==> src/rtl/stsq_pkg.sv <==
// ----------------------------------------------------------------------------
// stsq_pkg
// Types, codes and timing tables shared by the step timeout retry sequencer.
// ----------------------------------------------------------------------------
package stsq_pkg;

	localparam int MAX_STEPS = 8;
	localparam int STEP_W    = $clog2(MAX_STEPS);
	localparam int COUNT_W   = 4;
	localparam int LEVELS_W  = 3 * MAX_STEPS;
	localparam int WAIT_W    = 15;
	localparam int CFG_IDX_W = 2;
	localparam int CFG_DATA_W = 24;

	// Configuration register indexes
	localparam logic [CFG_IDX_W-1:0] CFG_NET_CONDITION = 2'd0;
	localparam logic [CFG_IDX_W-1:0] CFG_STEP_COUNT    = 2'd1;
	localparam logic [CFG_IDX_W-1:0] CFG_STEP_LEVELS   = 2'd2;

	localparam logic [1:0] NET_COND_MAX = 2'd2;
	localparam logic [2:0] LEVEL_MAX    = 3'd4;

	typedef enum logic [1:0] {
		MODE_START = 2'd0,
		MODE_TICK  = 2'd1,
		MODE_REPLY = 2'd2
	} mode_t;

	typedef enum logic [2:0] {
		REPLY_JUMP  = 3'd0,
		REPLY_DONE  = 3'd1,
		REPLY_GO_ON = 3'd2,
		REPLY_REDO  = 3'd3,
		REPLY_ABORT = 3'd4
	} reply_kind_t;

	typedef enum logic [1:0] {
		PH_NORMAL   = 2'd0,
		PH_FIRST    = 2'd1,
		PH_OVERTIME = 2'd2,
		PH_LAST     = 2'd3
	} phase_t;

	typedef struct packed {
		logic [1:0]          net_condition;
		logic [COUNT_W-1:0]  step_count;
		logic [LEVELS_W-1:0] step_levels;
	} cfg_t;

	typedef struct packed {
		logic [1:0]  mode;
		logic [31:0] now_ms;
		logic [2:0]  reply_kind;
		logic [6:0]  reply_target;
	} item_t;

	typedef struct packed {
		logic [1:0]        phase;
		logic [STEP_W-1:0] current_step;
		logic              active;
		logic              finished;
		logic              bad_reply;
	} result_t;

	localparam logic [WAIT_W-1:0] WAIT_MS [3][5] = '{
		'{15'd600, 15'd1000, 15'd1500, 15'd9000, 15'd20000},
		'{15'd600, 15'd1500, 15'd2000, 15'd9000, 15'd20000},
		'{15'd600, 15'd2000, 15'd2000, 15'd9000, 15'd20000}
	};

	localparam logic [1:0] BUDGET [3][5] = '{
		'{2'd2, 2'd1, 2'd1, 2'd1, 2'd1},
		'{2'd2, 2'd2, 2'd2, 2'd2, 2'd2},
		'{2'd3, 2'd3, 2'd3, 2'd3, 2'd3}
	};

	function automatic logic [1:0] eff_cond(input logic [1:0] cond);
		return (cond > NET_COND_MAX) ? NET_COND_MAX : cond;
	endfunction

	function automatic logic [COUNT_W-1:0] eff_count(input logic [COUNT_W-1:0] cnt);
		logic [COUNT_W-1:0] n;
		n = cnt;
		if (n < COUNT_W'(1))
			n = COUNT_W'(1);
		if (n > COUNT_W'(MAX_STEPS))
			n = COUNT_W'(MAX_STEPS);
		return n;
	endfunction

	function automatic logic [2:0] level_of(input logic [LEVELS_W-1:0] levels,
	                                        input logic [STEP_W-1:0] step);
		logic [2:0] lv;
		lv = levels[3*step +: 3];
		return (lv > LEVEL_MAX) ? LEVEL_MAX : lv;
	endfunction

endpackage

==> src/rtl/stsq_cmd_if.sv <==
// ----------------------------------------------------------------------------
// stsq_cmd_if
// Input item channel: mode, time stamp and step handler reply.
// ----------------------------------------------------------------------------
interface stsq_cmd_if;
	logic        valid;
	logic        ready;
	logic [1:0]  mode;
	logic [31:0] now_ms;
	logic [2:0]  reply_kind;
	logic [6:0]  reply_target;

	modport source(output valid, output mode, output now_ms, output reply_kind,
	               output reply_target, input ready);
	modport sink(input valid, input mode, input now_ms, input reply_kind,
	             input reply_target, output ready);
endinterface

==> src/rtl/stsq_rsp_if.sv <==
// ----------------------------------------------------------------------------
// stsq_rsp_if
// Result item channel: phase, step in force and sequence status flags.
// ----------------------------------------------------------------------------
interface stsq_rsp_if;
	logic       valid;
	logic       ready;
	logic [1:0] phase;
	logic [2:0] current_step;
	logic       active;
	logic       finished;
	logic       bad_reply;

	modport source(output valid, output phase, output current_step, output active,
	               output finished, output bad_reply, input ready);
	modport sink(input valid, input phase, input current_step, input active,
	             input finished, input bad_reply, output ready);
endinterface

==> src/rtl/stsq_core.sv <==
// ----------------------------------------------------------------------------
// stsq_core
// Sequencer state and its combinational next-state update for one item.
// ----------------------------------------------------------------------------
module stsq_core
	import stsq_pkg::*;
(
	input  logic    clk,
	input  logic    arst_n,
	input  logic    en,
	input  item_t   item,
	input  cfg_t    cfg,
	output result_t result
);

	logic              running_q,       running_d;
	logic [STEP_W-1:0] step_now_q,      step_now_d;
	logic [31:0]       start_time_q,    start_time_d;
	logic [1:0]        retries_q,       retries_d;
	logic              first_pending_q, first_pending_d;
	logic [1:0]        last_phase_q,    last_phase_d;

	logic [1:0]         cond;
	logic [COUNT_W-1:0] n;
	logic [WAIT_W-1:0]  wait_now;
	logic [31:0]        elapsed;
	logic [1:0]         phase;
	logic               finished;
	logic               bad;
	logic               enter;
	logic               advance;

	assign cond     = eff_cond(cfg.net_condition);
	assign n        = eff_count(cfg.step_count);
	assign wait_now = WAIT_MS[cond][level_of(cfg.step_levels, step_now_q)];
	assign elapsed  = item.now_ms - start_time_q;

	always_comb begin
		running_d       = running_q;
		step_now_d      = step_now_q;
		start_time_d    = start_time_q;
		retries_d       = retries_q;
		first_pending_d = first_pending_q;
		last_phase_d    = last_phase_q;
		phase           = PH_NORMAL;
		finished        = 1'b0;
		bad             = 1'b0;
		enter           = 1'b0;
		advance         = 1'b0;

		unique case (item.mode)
			MODE_START: begin
				running_d  = 1'b1;
				step_now_d = '0;
				enter      = 1'b1;
			end
			MODE_TICK: begin
				if (running_q) begin
					priority if (first_pending_q) begin
						first_pending_d = 1'b0;
						phase           = PH_FIRST;
					end else if (item.now_ms < start_time_q) begin
						// clock went backwards: restart the timer
						start_time_d = item.now_ms;
					end else if (elapsed > {{(32-WAIT_W){1'b0}}, wait_now}) begin
						if (retries_q == 2'd0) begin
							phase = PH_LAST;
						end else begin
							retries_d    = retries_q - 2'd1;
							start_time_d = item.now_ms;
							phase        = PH_OVERTIME;
						end
					end else begin
						// still inside the interval: phase stays normal
					end
					last_phase_d = phase;
				end
			end
			MODE_REPLY: begin
				if (running_q) begin
					unique case (item.reply_kind)
						REPLY_JUMP: begin
							if (item.reply_target < {3'b0, n}) begin
								step_now_d = item.reply_target[STEP_W-1:0];
								enter      = 1'b1;
							end else begin
								advance = 1'b1;
							end
						end
						REPLY_DONE:  advance = 1'b1;
						REPLY_GO_ON: advance = (last_phase_q == PH_LAST);
						REPLY_REDO:  enter = 1'b1;
						REPLY_ABORT: begin
							running_d = 1'b0;
							finished  = 1'b1;
						end
						default: bad = 1'b1;
					endcase
					if (advance) begin
						if ({1'b0, step_now_q} + 4'd1 >= n) begin
							running_d = 1'b0;
							finished  = 1'b1;
						end else begin
							step_now_d = step_now_q + STEP_W'(1);
							enter      = 1'b1;
						end
					end
				end
			end
			default: ;
		endcase

		// enter the step now selected: restart timer, reload retry budget
		if (enter) begin
			start_time_d    = item.now_ms;
			retries_d       = BUDGET[cond][level_of(cfg.step_levels, step_now_d)];
			first_pending_d = 1'b1;
			last_phase_d    = PH_NORMAL;
		end
	end

	always_ff @(posedge clk or negedge arst_n) begin
		if (!arst_n) begin
			running_q       <= 1'b0;
			step_now_q      <= '0;
			start_time_q    <= '0;
			retries_q       <= '0;
			first_pending_q <= 1'b0;
			last_phase_q    <= PH_NORMAL;
		end else if (en) begin
			running_q       <= running_d;
			step_now_q      <= step_now_d;
			start_time_q    <= start_time_d;
			retries_q       <= retries_d;
			first_pending_q <= first_pending_d;
			last_phase_q    <= last_phase_d;
		end
	end

	assign result.phase        = phase;
	assign result.current_step = step_now_d;
	assign result.active       = running_d;
	assign result.finished     = finished;
	assign result.bad_reply    = bad;

endmodule

==> src/rtl/step_timeout_retry_sequencer.sv <==
// An item waits in the input register, its result in the result register.
// Throughput: one item per cycle while the result side takes results.
// Backpressure on the result side stalls the input register; no item is lost.
// Reset (arst_n low, asynchronous): sequence idle, step 0, timers cleared,
// net_condition 0, step_count 1, step_levels 0, both stages empty.
// ----------------------------------------------------------------------------
// step_timeout_retry_sequencer
// Protocol step sequencer with per-step wait intervals and retry budgets.
// ----------------------------------------------------------------------------
module step_timeout_retry_sequencer
	import stsq_pkg::*;
(
	input  logic                  clk,
	input  logic                  arst_n,
	input  logic                  cfg_we,
	input  logic [CFG_IDX_W-1:0]  cfg_index,
	input  logic [CFG_DATA_W-1:0] cfg_wdata,
	stsq_cmd_if.sink              cmd,
	stsq_rsp_if.source            rsp
);

	cfg_t    cfg_q;
	logic    valid_s1;
	item_t   item_s1;
	logic    valid_s2;
	result_t result_s2;
	result_t result;
	logic    adv_s2;
	logic    adv_s1;

	// Configuration: a write of condition 3 is dropped, other indexes ignored
	always_ff @(posedge clk or negedge arst_n) begin
		if (!arst_n) begin
			cfg_q.net_condition <= 2'd0;
			cfg_q.step_count    <= COUNT_W'(1);
			cfg_q.step_levels   <= '0;
		end else if (cfg_we) begin
			unique case (cfg_index)
				CFG_NET_CONDITION: begin
					if (cfg_wdata[1:0] <= NET_COND_MAX)
						cfg_q.net_condition <= cfg_wdata[1:0];
				end
				CFG_STEP_COUNT:  cfg_q.step_count  <= cfg_wdata[COUNT_W-1:0];
				CFG_STEP_LEVELS: cfg_q.step_levels <= cfg_wdata[LEVELS_W-1:0];
				default: ;
			endcase
		end
	end

	// Handshake: the result register frees when empty or taken; the input
	// register moves into it whenever it frees, so both advance while results are taken
	assign adv_s2    = !valid_s2 || rsp.ready;
	assign adv_s1    = valid_s1 && adv_s2;
	assign cmd.ready = !valid_s1 || adv_s2;

	// Input register: hold the accepted item until the core consumes it
	always_ff @(posedge clk or negedge arst_n) begin
		if (!arst_n) begin
			valid_s1 <= 1'b0;
		end else if (cmd.ready) begin
			valid_s1 <= cmd.valid;
		end
	end

	always_ff @(posedge clk) begin
		if (cmd.ready && cmd.valid) begin
			item_s1.mode         <= cmd.mode;
			item_s1.now_ms       <= cmd.now_ms;
			item_s1.reply_kind   <= cmd.reply_kind;
			item_s1.reply_target <= cmd.reply_target;
		end
	end

	// State and update logic; state advances only when the item moves on
	stsq_core u_core (
		.clk    (clk),
		.arst_n (arst_n),
		.en     (adv_s1),
		.item   (item_s1),
		.cfg    (cfg_q),
		.result (result)
	);

	// Result register
	always_ff @(posedge clk or negedge arst_n) begin
		if (!arst_n) begin
			valid_s2 <= 1'b0;
		end else if (adv_s2) begin
			valid_s2 <= valid_s1;
		end
	end

	always_ff @(posedge clk) begin
		if (adv_s1)
			result_s2 <= result;
	end

	assign rsp.valid        = valid_s2;
	assign rsp.phase        = result_s2.phase;
	assign rsp.current_step = result_s2.current_step;
	assign rsp.active       = result_s2.active;
	assign rsp.finished     = result_s2.finished;
	assign rsp.bad_reply    = result_s2.bad_reply;

`ifndef SYNTH
	// input side stalls only when both stages are full and the result is held
	a_stall_cause: assert property (@(posedge clk) disable iff (!arst_n)
		!cmd.ready |-> (valid_s1 && valid_s2 && !rsp.ready))
		else $error("input stalled without a held result");

	// a new result appears only from an item that sat in the input register
	a_result_source: assert property (@(posedge clk) disable iff (!arst_n)
		$rose(valid_s2) |-> $past(valid_s1))
		else $error("result without a source item");

	// a sequence that ended with this item is no longer running
	a_finish_idle: assert property (@(posedge clk) disable iff (!arst_n)
		(rsp.valid && rsp.finished) |-> !rsp.active)
		else $error("finished while still active");

	// an unknown verdict changes nothing, so it can neither finish nor tick
	a_bad_quiet: assert property (@(posedge clk) disable iff (!arst_n)
		(rsp.valid && rsp.bad_reply) |-> (!rsp.finished && rsp.phase == PH_NORMAL))
		else $error("bad reply with side effects");
`endif

endmodule

==> src/flat_wrapper.sv <==
// flat-port wrapper written by rule: the top's interface ports become plain ports
module step_timeout_retry_sequencer_flat import stsq_pkg::*;
  (clk, arst_n, cfg_we, cfg_index, cfg_wdata, cmd_valid, cmd_mode, cmd_now_ms, cmd_reply_kind, cmd_reply_target, cmd_ready, rsp_valid, rsp_phase, rsp_current_step, rsp_active, rsp_finished, rsp_bad_reply, rsp_ready);
  stsq_cmd_if cmd_i ();
  stsq_rsp_if rsp_i ();
  input  logic clk;
  input  logic arst_n;
  input  logic cfg_we;
  input  logic [CFG_IDX_W-1:0] cfg_index;
  input  logic [CFG_DATA_W-1:0] cfg_wdata;
  input wire logic [$bits(cmd_i.valid)-1:0] cmd_valid;
  input wire logic [$bits(cmd_i.mode)-1:0] cmd_mode;
  input wire logic [$bits(cmd_i.now_ms)-1:0] cmd_now_ms;
  input wire logic [$bits(cmd_i.reply_kind)-1:0] cmd_reply_kind;
  input wire logic [$bits(cmd_i.reply_target)-1:0] cmd_reply_target;
  output wire logic [$bits(cmd_i.ready)-1:0] cmd_ready;
  output wire logic [$bits(rsp_i.valid)-1:0] rsp_valid;
  output wire logic [$bits(rsp_i.phase)-1:0] rsp_phase;
  output wire logic [$bits(rsp_i.current_step)-1:0] rsp_current_step;
  output wire logic [$bits(rsp_i.active)-1:0] rsp_active;
  output wire logic [$bits(rsp_i.finished)-1:0] rsp_finished;
  output wire logic [$bits(rsp_i.bad_reply)-1:0] rsp_bad_reply;
  input wire logic [$bits(rsp_i.ready)-1:0] rsp_ready;
  assign cmd_i.valid = cmd_valid;
  assign cmd_i.mode = cmd_mode;
  assign cmd_i.now_ms = cmd_now_ms;
  assign cmd_i.reply_kind = cmd_reply_kind;
  assign cmd_i.reply_target = cmd_reply_target;
  assign cmd_ready = cmd_i.ready;
  assign rsp_valid = rsp_i.valid;
  assign rsp_phase = rsp_i.phase;
  assign rsp_current_step = rsp_i.current_step;
  assign rsp_active = rsp_i.active;
  assign rsp_finished = rsp_i.finished;
  assign rsp_bad_reply = rsp_i.bad_reply;
  assign rsp_i.ready = rsp_ready;
  step_timeout_retry_sequencer u_core (.clk(clk), .arst_n(arst_n), .cfg_we(cfg_we), .cfg_index(cfg_index), .cfg_wdata(cfg_wdata), .cmd(cmd_i), .rsp(rsp_i));
endmodule
==> config.mk <==
export PLATFORM = sky130hd
export DESIGN_NAME = step_timeout_retry_sequencer_flat
export DESIGN_NICKNAME = d
export VERILOG_FILES = /design/src/rtl/stsq_pkg.sv /design/src/rtl/stsq_cmd_if.sv /design/src/rtl/stsq_rsp_if.sv /design/src/rtl/stsq_core.sv /design/src/rtl/step_timeout_retry_sequencer.sv /design/src/flat_wrapper.sv
export SDC_FILE = /design/constraint.sdc
export NUM_CORES = 1
export LEC_CHECK = 0
export ABC_AREA = 1
export BUFFER_PORTS_ARGS = -buffer_cell sky130_fd_sc_hd__buf_2
export CORE_UTILIZATION = 50
export DETAILED_ROUTE_END_ITERATION = 8
export HOLD_SLACK_MARGIN = 0.06
export PLACE_DENSITY = 0.66
export SYNTH_ARGS = -nofsm -noshare
export SYNTH_HDL_FRONTEND = slang
export SYNTH_SLANG_ARGS = --single-unit
==> constraint.sdc <==
create_clock -name clk -period 5.5 [get_ports clk]
set_input_delay 1.375 -clock clk [delete_from_list [all_inputs] [get_ports clk]]
set_output_delay 1.375 -clock clk [all_outputs]
set_load 0.005 [all_outputs]
# Word level (Yosys, flattened, before mapping)
# Index checks and enable logic that the tools add are counted.
op_classes:
  n_lt_le_gt_ge: 13
  n_addsub: 4
  eq_ne: 13
  bitwise: 3
  n_reduce_logical: 23
  n_shift: 2
  muxes: 66
  multipliers: 2
ops:
  columns: ["cell", "count"]
  rows:
  - ["32-bit 2-to-1 mux", 7]
  - ["75-bit binary-select mux with 2-bit select", 1]
  - ["75-bit 2-to-1 mux", 2]
  - ["24-bit by 6-bit indexed part select with 3-bit output", 2]
  - ["15-bit binary-select mux with 3-bit select", 1]
  - ["32-bit by 15-bit > comparator with 1-bit output", 1]
  - ["32-bit < comparator", 1]
  - ["2-bit 2-to-1 mux", 16]
  - ["32-bit subtractor", 1]
  - ["15-bit 2-to-1 mux", 2]
  - ["3-bit 2-to-1 mux", 7]
  - ["10-bit binary-select mux with 2-bit select", 1]
  - ["10-bit 2-to-1 mux", 2]
  - ["1-bit 2-to-1 mux", 19]
  - ["2-bit by 3-bit multiplier with 5-bit output (first input constant)", 2]
  - ["4-bit >= comparator (second input constant)", 2]
  - ["4-bit 2-to-1 mux", 2]
  - ["3-bit NOT with 4-bit output", 2]
  - ["2-bit AND reduction", 4]
  - ["7-bit by 4-bit < comparator with 1-bit output", 1]
  - ["7-bit AND reduction", 1]
  - ["2-bit binary-select mux with 3-bit select", 1]
  - ["2-bit equality test (second input constant)", 3]
  - ["3-bit by 2-bit equality test with 1-bit output (second input constant)", 2]
  - ["other kinds (30)", 43]
word_totals:
  out_inout_bits: 10
  reg_bits: 125
  elab_cells: 146

# Depth between registers and ports, before layout
logic_depth:
  ltp_word: 21
  mapped_depth: 25
  ltp_nobuf: 25

# Hierarchy
# Synthesis repeated with hierarchy kept, for this count alone.
unflattened:
  cells_unflattened: 1050
  hier_area_um2: 8219.1
by_module_without_submodules:
  columns: ["module", "area_per_inst_um2", "instances", "cells_per_inst"]
  rows:
  - ["stsq_core", 5362.6, 1, 859]
  - ["step_timeout_retry_sequencer", 2856.5, 1, 191]

# Least setup slack after synthesis
# OpenSTA, ideal clock, no wires.
synth_path:
  kind: "flip-flop to flip-flop"
  from: "register u_core.u_core.step_now_q[1]"
  to: "register u_core.u_core.start_time_q[10]"
  path_stages_with_launch: 22
  setup_ps: 120
  arrival_time_ps: 3216
  n_path_buf: 2
  setup_slack_ps: 2165
  synth_period_minus_slack_ps: 3335
  required_time_ps: 5380
  path_cell_list: "dfrtp_1 -> clkbuf_1 -> inv_1 -> o21ai_0 -> o221ai_1 -> nand2_1 -> nand2_1 -> inv_1 -> nand2_1 -> nand2_1 -> or2_2 -> o21ai_0 -> ha_1 -> a21oi_1 -> nand2_1 -> a21oi_1 -> nor2_1 -> nor2_1 -> o21ai_2 -> o21ai_4 -> buf_6 -> a21oi_2"
synth_between:
  elab_chain_len: 11
  word_cells_on_any_way: 22
synth_rtl:
  columns: ["element", "line_no", "text"]
  rows:
  - ["from (decl)", "stsq_core.sv:17", "logic [STEP_W-1:0] step_now_q, step_now_d;"]
  - ["from (signal assigned)", "stsq_core.sv:132", "step_now_q <= step_now_d;"]
  - ["2-bit by 3-bit multiplier with 5-bit output", "stsq_pkg.sv:94", "lv = levels[3*step +: 3];"]
  - ["24-bit by 6-bit indexed part select with 3-bit output", "stsq_pkg.sv:94", null]
  - ["3-bit > comparator", "stsq_pkg.sv:95", "return (lv > LEVEL_MAX) ? LEVEL_MAX : lv;"]
  - ["3-bit 2-to-1 mux", "stsq_pkg.sv:95", null]
  - ["3-bit NOT with 4-bit output (not written as such)", "stsq_core.sv:35", "assign wait_now = WAIT_MS[cond][level_of(cfg.step_levels, step_now_q)];"]
  - ["15-bit binary-select mux with 3-bit select", "stsq_core.sv:35", null]
  - ["15-bit 2-to-1 mux (not written as such) (2 in series)", "stsq_core.sv:35", null]
  - ["32-bit by 15-bit > comparator with 1-bit output", "stsq_core.sv:65", "end else if (elapsed > {{(32-WAIT_W){1'b0}}, wait_now}) begin"]
  - ["3-bit nonzero test (no source line)", null, null]
  - ["6-bit AND reduction (no source line)", null, null]
  - ["to (signal assigned)", "stsq_core.sv:133", "start_time_q <= start_time_d;"]
  - ["to (decl)", "stsq_core.sv:18", "logic [31:0] start_time_q, start_time_d;"]
# Parallel ways exist; a longest one is shown, timed or not. The select of a mux whose other input is x is not followed.
# A chain may end at the register's enable or synchronous reset.

# Worst setup path after layout
layout_path:
  from: "register u_core.u_core.step_now_q[0]"
  to: "register u_core.u_core.start_time_q[7]"
# Same word-level chain as after synthesis.

==> impl_results.md <==
- Status: completed
- Vias: 6,566
- CTS sink cnt: 125
- Nets: 1,189
- Clock Power Share: 0.228
- Clock skew: 0.0111 ns
- Overall Power: 5000 µW
- Hold Path End: u_core.cfg_q[27]
- Starting Density: 0.516
- Hold WC Path Type: reg -> reg
- Die ar.: 16,300 µm²
- Crit path time final: 4.11 ns
- Yosys top cell by area: dfrtp_1
- Worst-path clk slew: 0.06 ns
- Area of the mapped netlist: 7900 µm²
- Reg2reg start: u_core.u_core.step_now_q[0]
- Initial antenna violation count: 0
- Critical Path Source Type: flip-flop
- Main synth FF type: dfrtp_1
- Setup WS pre-CTS: 1.44 ns
- Fmax: 243 MHz
- Starting DRT DRC Count: 488
- Worst setup margin: 1.39 ns
- Clk_lat worst skew: 0.43 ns
- Largest net degree at the start of global routing: 74
- CTS Buf Count: 17
- Psw: 2160 µW
- Worst path depth: 21
- Fin. max-slew vios: 0
- Root buffer cell: clkbuf_16
- Hold Path Cell Cnt: 2
- Final period utilization: 0.747
- Syn. warnings: 0
- Post-CTS Setup Bufs: 0
- CP max stage delay: 0.53 ns
- PortBufs: 84
- Syn Area/Cell: 8.17 µm²
- Max transition margin: 0.321
- Pwr dens: 548 nW/µm²
- Worst Path Required: 5.85 ns
- Number of remaining DRC errors: 0
- Arrival time of the worst setup path: 4.46 ns
- Setup crit end kind: flip-flop
- Slowest cell on crit path: dfrtp_1
- Internal power: 2840 µW
- Sequential area share after synthesis: 0.429
- Worst r2r path cells: 21
- Chip width: 128 µm
- Post-synth top cells: nand2_1 (215), inv_1 (143), nor2_1 (108)
- Yosys reg bits: 125
- Worst Setup Path Type: reg -> reg
- Routed wire per std cell: 14.4 µm
- H-tree levels: 4
- Fill cells: 1,474
- Most area-consuming cells after synthesis: dfrtp_1 (23%), edfxtp_1 (20%), nand2_1 (10%), ha_1 (8.4%), inv_1 (6.8%)
- CTS max path bufs: 2
- Gate power share: 0.503
- Max cap viols: 0
- Vias in the first global route: 6,151
- Core ar.: 15,300 µm²
- CP most frequent cell: nand2_1
- Post-DP HPWL: 14,100 µm
- Yosys cell types: 39
- Worst-path cell chain: inv_1 > o21ai_0 > o221ai_1 > nand2_1 > nand2_1 > inv_1 > nand2_1 > nand2_1 > or2_2 > o21ai_0 > ha_1 > a21oi_1 > nand2_1 > a21oi_1 > nor2_1 > nor2_1 > o21ai_2 > o21ai_4 > buf_4 > nor2_1 > a21oi_2
- Post-synth top area share: 0.228
- Net Sw Frac: 0.433
- CTS tree: built
- Synth-to-layout area growth: 15.4%
- Synth Instances: 967
- Leakage power: 0.00453 µW
- Post-synth EDFFs: 52
- Fraction of layout cells with a size suffix above 1: 0.164
- Gp weighted congestion: 0.915
- Bufs and invs on worst path: 3
- GRT overflow: 0
- Synth async-reset ratio: 0.584
- WL final: 18,400 µm
- Setup TNS: 0 ns
- Reg2reg end: u_core.u_core.start_time_q[7]
- # rows: 45
- Via density per instance: 5.11
- Final setup violation count: 0
- ANT cells: 0
- Die height: 128 µm
- # resized after CTS: 0
- Max VDD drop: 323 µV
- Reg2Reg Setup Slack: 1.39 ns
- Fin. Hold Viols: 0
- First-pass GRT wire length: 30,200 µm
- RSZ-0062 raised after global routing: false
- Slew @ Worst Pin: 1.02 ns
- CP top delay family: simple AND/OR/NAND/NOR gates
- Hold Buf Count CTS: 0
- Sequential Power Share: 0.269
- GRT Resource Usage Total: 0.241
- Synthesized Nets: 1,096
- Drt pass-1 iters: 5
- Remaining antenna violation count: 0
- Crit Path Max Fanout: 36
- Hold Startpoint: u_core.cfg_q[27]
- Count leader, synth: nand2_1
- Ports: 85
## final cells by class
cell class | instances | area [µm²] | share of cell area
Tap cell | 211 | 264 | 0.0290
Clock inverter | 10 | 95.1 | 0.0104
Timing Repair Buffer | 86 | 438 | 0.0480
Multi-Input combinational cell | 686 | 3880 | 0.426
Clock buffer | 22 | 508 | 0.0557
Sequential cell | 125 | 3390 | 0.372
Inverter | 144 | 541 | 0.0593
## worst reg2reg max path: stages, from the launching register on
cell and delay [ns]:
dfrtp_1 0.53, inv_1 0.43, o21ai_0 0.14, o221ai_1 0.17, nand2_1 0.20, nand2_1 0.17
inv_1 0.09, nand2_1 0.10, nand2_1 0.09, or2_2 0.31, o21ai_0 0.16, ha_1 0.27
a21oi_1 0.15, nand2_1 0.06, a21oi_1 0.12, nor2_1 0.06, nor2_1 0.13, o21ai_2 0.09
o21ai_4 0.14, buf_4 0.38, nor2_1 0.11, a21oi_2 0.12
## how the worst max path moves through the flow
stage / from / end / slack [ns]
after floorplan: u_core.u_core.step_now_q[1] / u_core.u_core.start_time_q[10] / 2.16
after global placement: u_core.u_core.step_now_q[0] / u_core.u_core.start_time_q[17] / 1.53
after detailed placement: u_core.u_core.step_now_q[0] / u_core.u_core.start_time_q[1] / 1.44
after CTS: u_core.u_core.step_now_q[0] / u_core.u_core.start_time_q[8] / 1.41
after global routing: u_core.u_core.step_now_q[0] / u_core.u_core.start_time_q[15] / 0.92
final: u_core.u_core.step_now_q[0] / u_core.u_core.start_time_q[7] / 1.39
## per-stage QoR
step                cell area [µm²]  hold slack (ns)   util  instances
CTS                            9120            0.489  0.595       1284
floorplan                      7900            0.449      -        967
finish                         9120            0.490  0.595       1284
global placement               8520            0.473  0.556       1252
detailed placement             8520            0.473  0.556       1252
global route                   9120            0.521  0.595       1284
## cells in the final DEF (no fill, tap or decap), types with 3 or more instances in the layout
master     instances
a21boi_0           3
a21o_1             5
a21oi_1           54
a21oi_2           26
a31oi_1            4
buf_2             83
buf_4              3
clkbuf_16         20
dfrtp_1           72
edfxtp_1          52
ha_1              53
inv_1            142
inv_4              4
mux2_2            20
nand2_1          215
nand2_2            4
nand3_1           53
nand3b_1           3
nand4_1           12
nor2_1           108
nor3_1            14
nor4_1             3
o211ai_1           3
o21ai_0           57
o21ai_1            3
o21ai_2            4
o21bai_1           4
o22ai_1            5
xnor2_1            5
xor2_1            16
## registers in the layout, summed over array words and instances (netlist names)
register and count:
u_core.item_s1 44, u_core.u_core.start_time_q 32, u_core.cfg_q 30, u_core.rsp.current_step 3
u_core.u_core.step_now_q 3, u_core.rsp.phase 2, u_core.u_core.last_phase_q 2, u_core.u_core.retries_q 2
u_core.rsp.active 1, u_core.rsp.bad_reply 1, u_core.rsp.finished 1, u_core.rsp.valid 1
u_core.u_core.first_pending_q 1, u_core.u_core.running_q 1, u_core.valid_s1 1
## cells by family after synthesis
logic type / count (synthesis) / share of synthesized area
AO/OA/AOI/OAI: 175 / 0.136
multiplexers: 20 / 0.0285
buffers and inverters: 156 / 0.0798
adder cells (fa/ha/maj): 54 / 0.0864
AND/OR/NAND/NOR: 416 / 0.218
flip-flops: 125 / 0.429
XOR/XNOR: 21 / 0.0233
## power groups by stage
stage          Combinational [µW]  Sequential, µW  Clock, µW
2_1_floorplan                1950            1300          0
3_3_place_gp                 2470            1350          0
3_5_place_dp                 2480            1360          0
4_1_cts                      2500            1340       1160
5_1_grt                      2890            1370       1200
6_report                     2510            1350       1140
## layer usage
| metal | track usage | routed length, µm | vias to the layer above |
|---|---|---|---|
| met4 | 0.0879 | 348 | 0 |
| met3 | 0.0438 | 861 | 30 |
| met2 | 0.357 | 7870 | 186 |
| met1 | 0.353 | 9360 | 2956 |
| met5 | 0 | 0 | - |
| li1 | - | - | 3394 |
No activity file was read; power rests on OpenSTA's default activity.
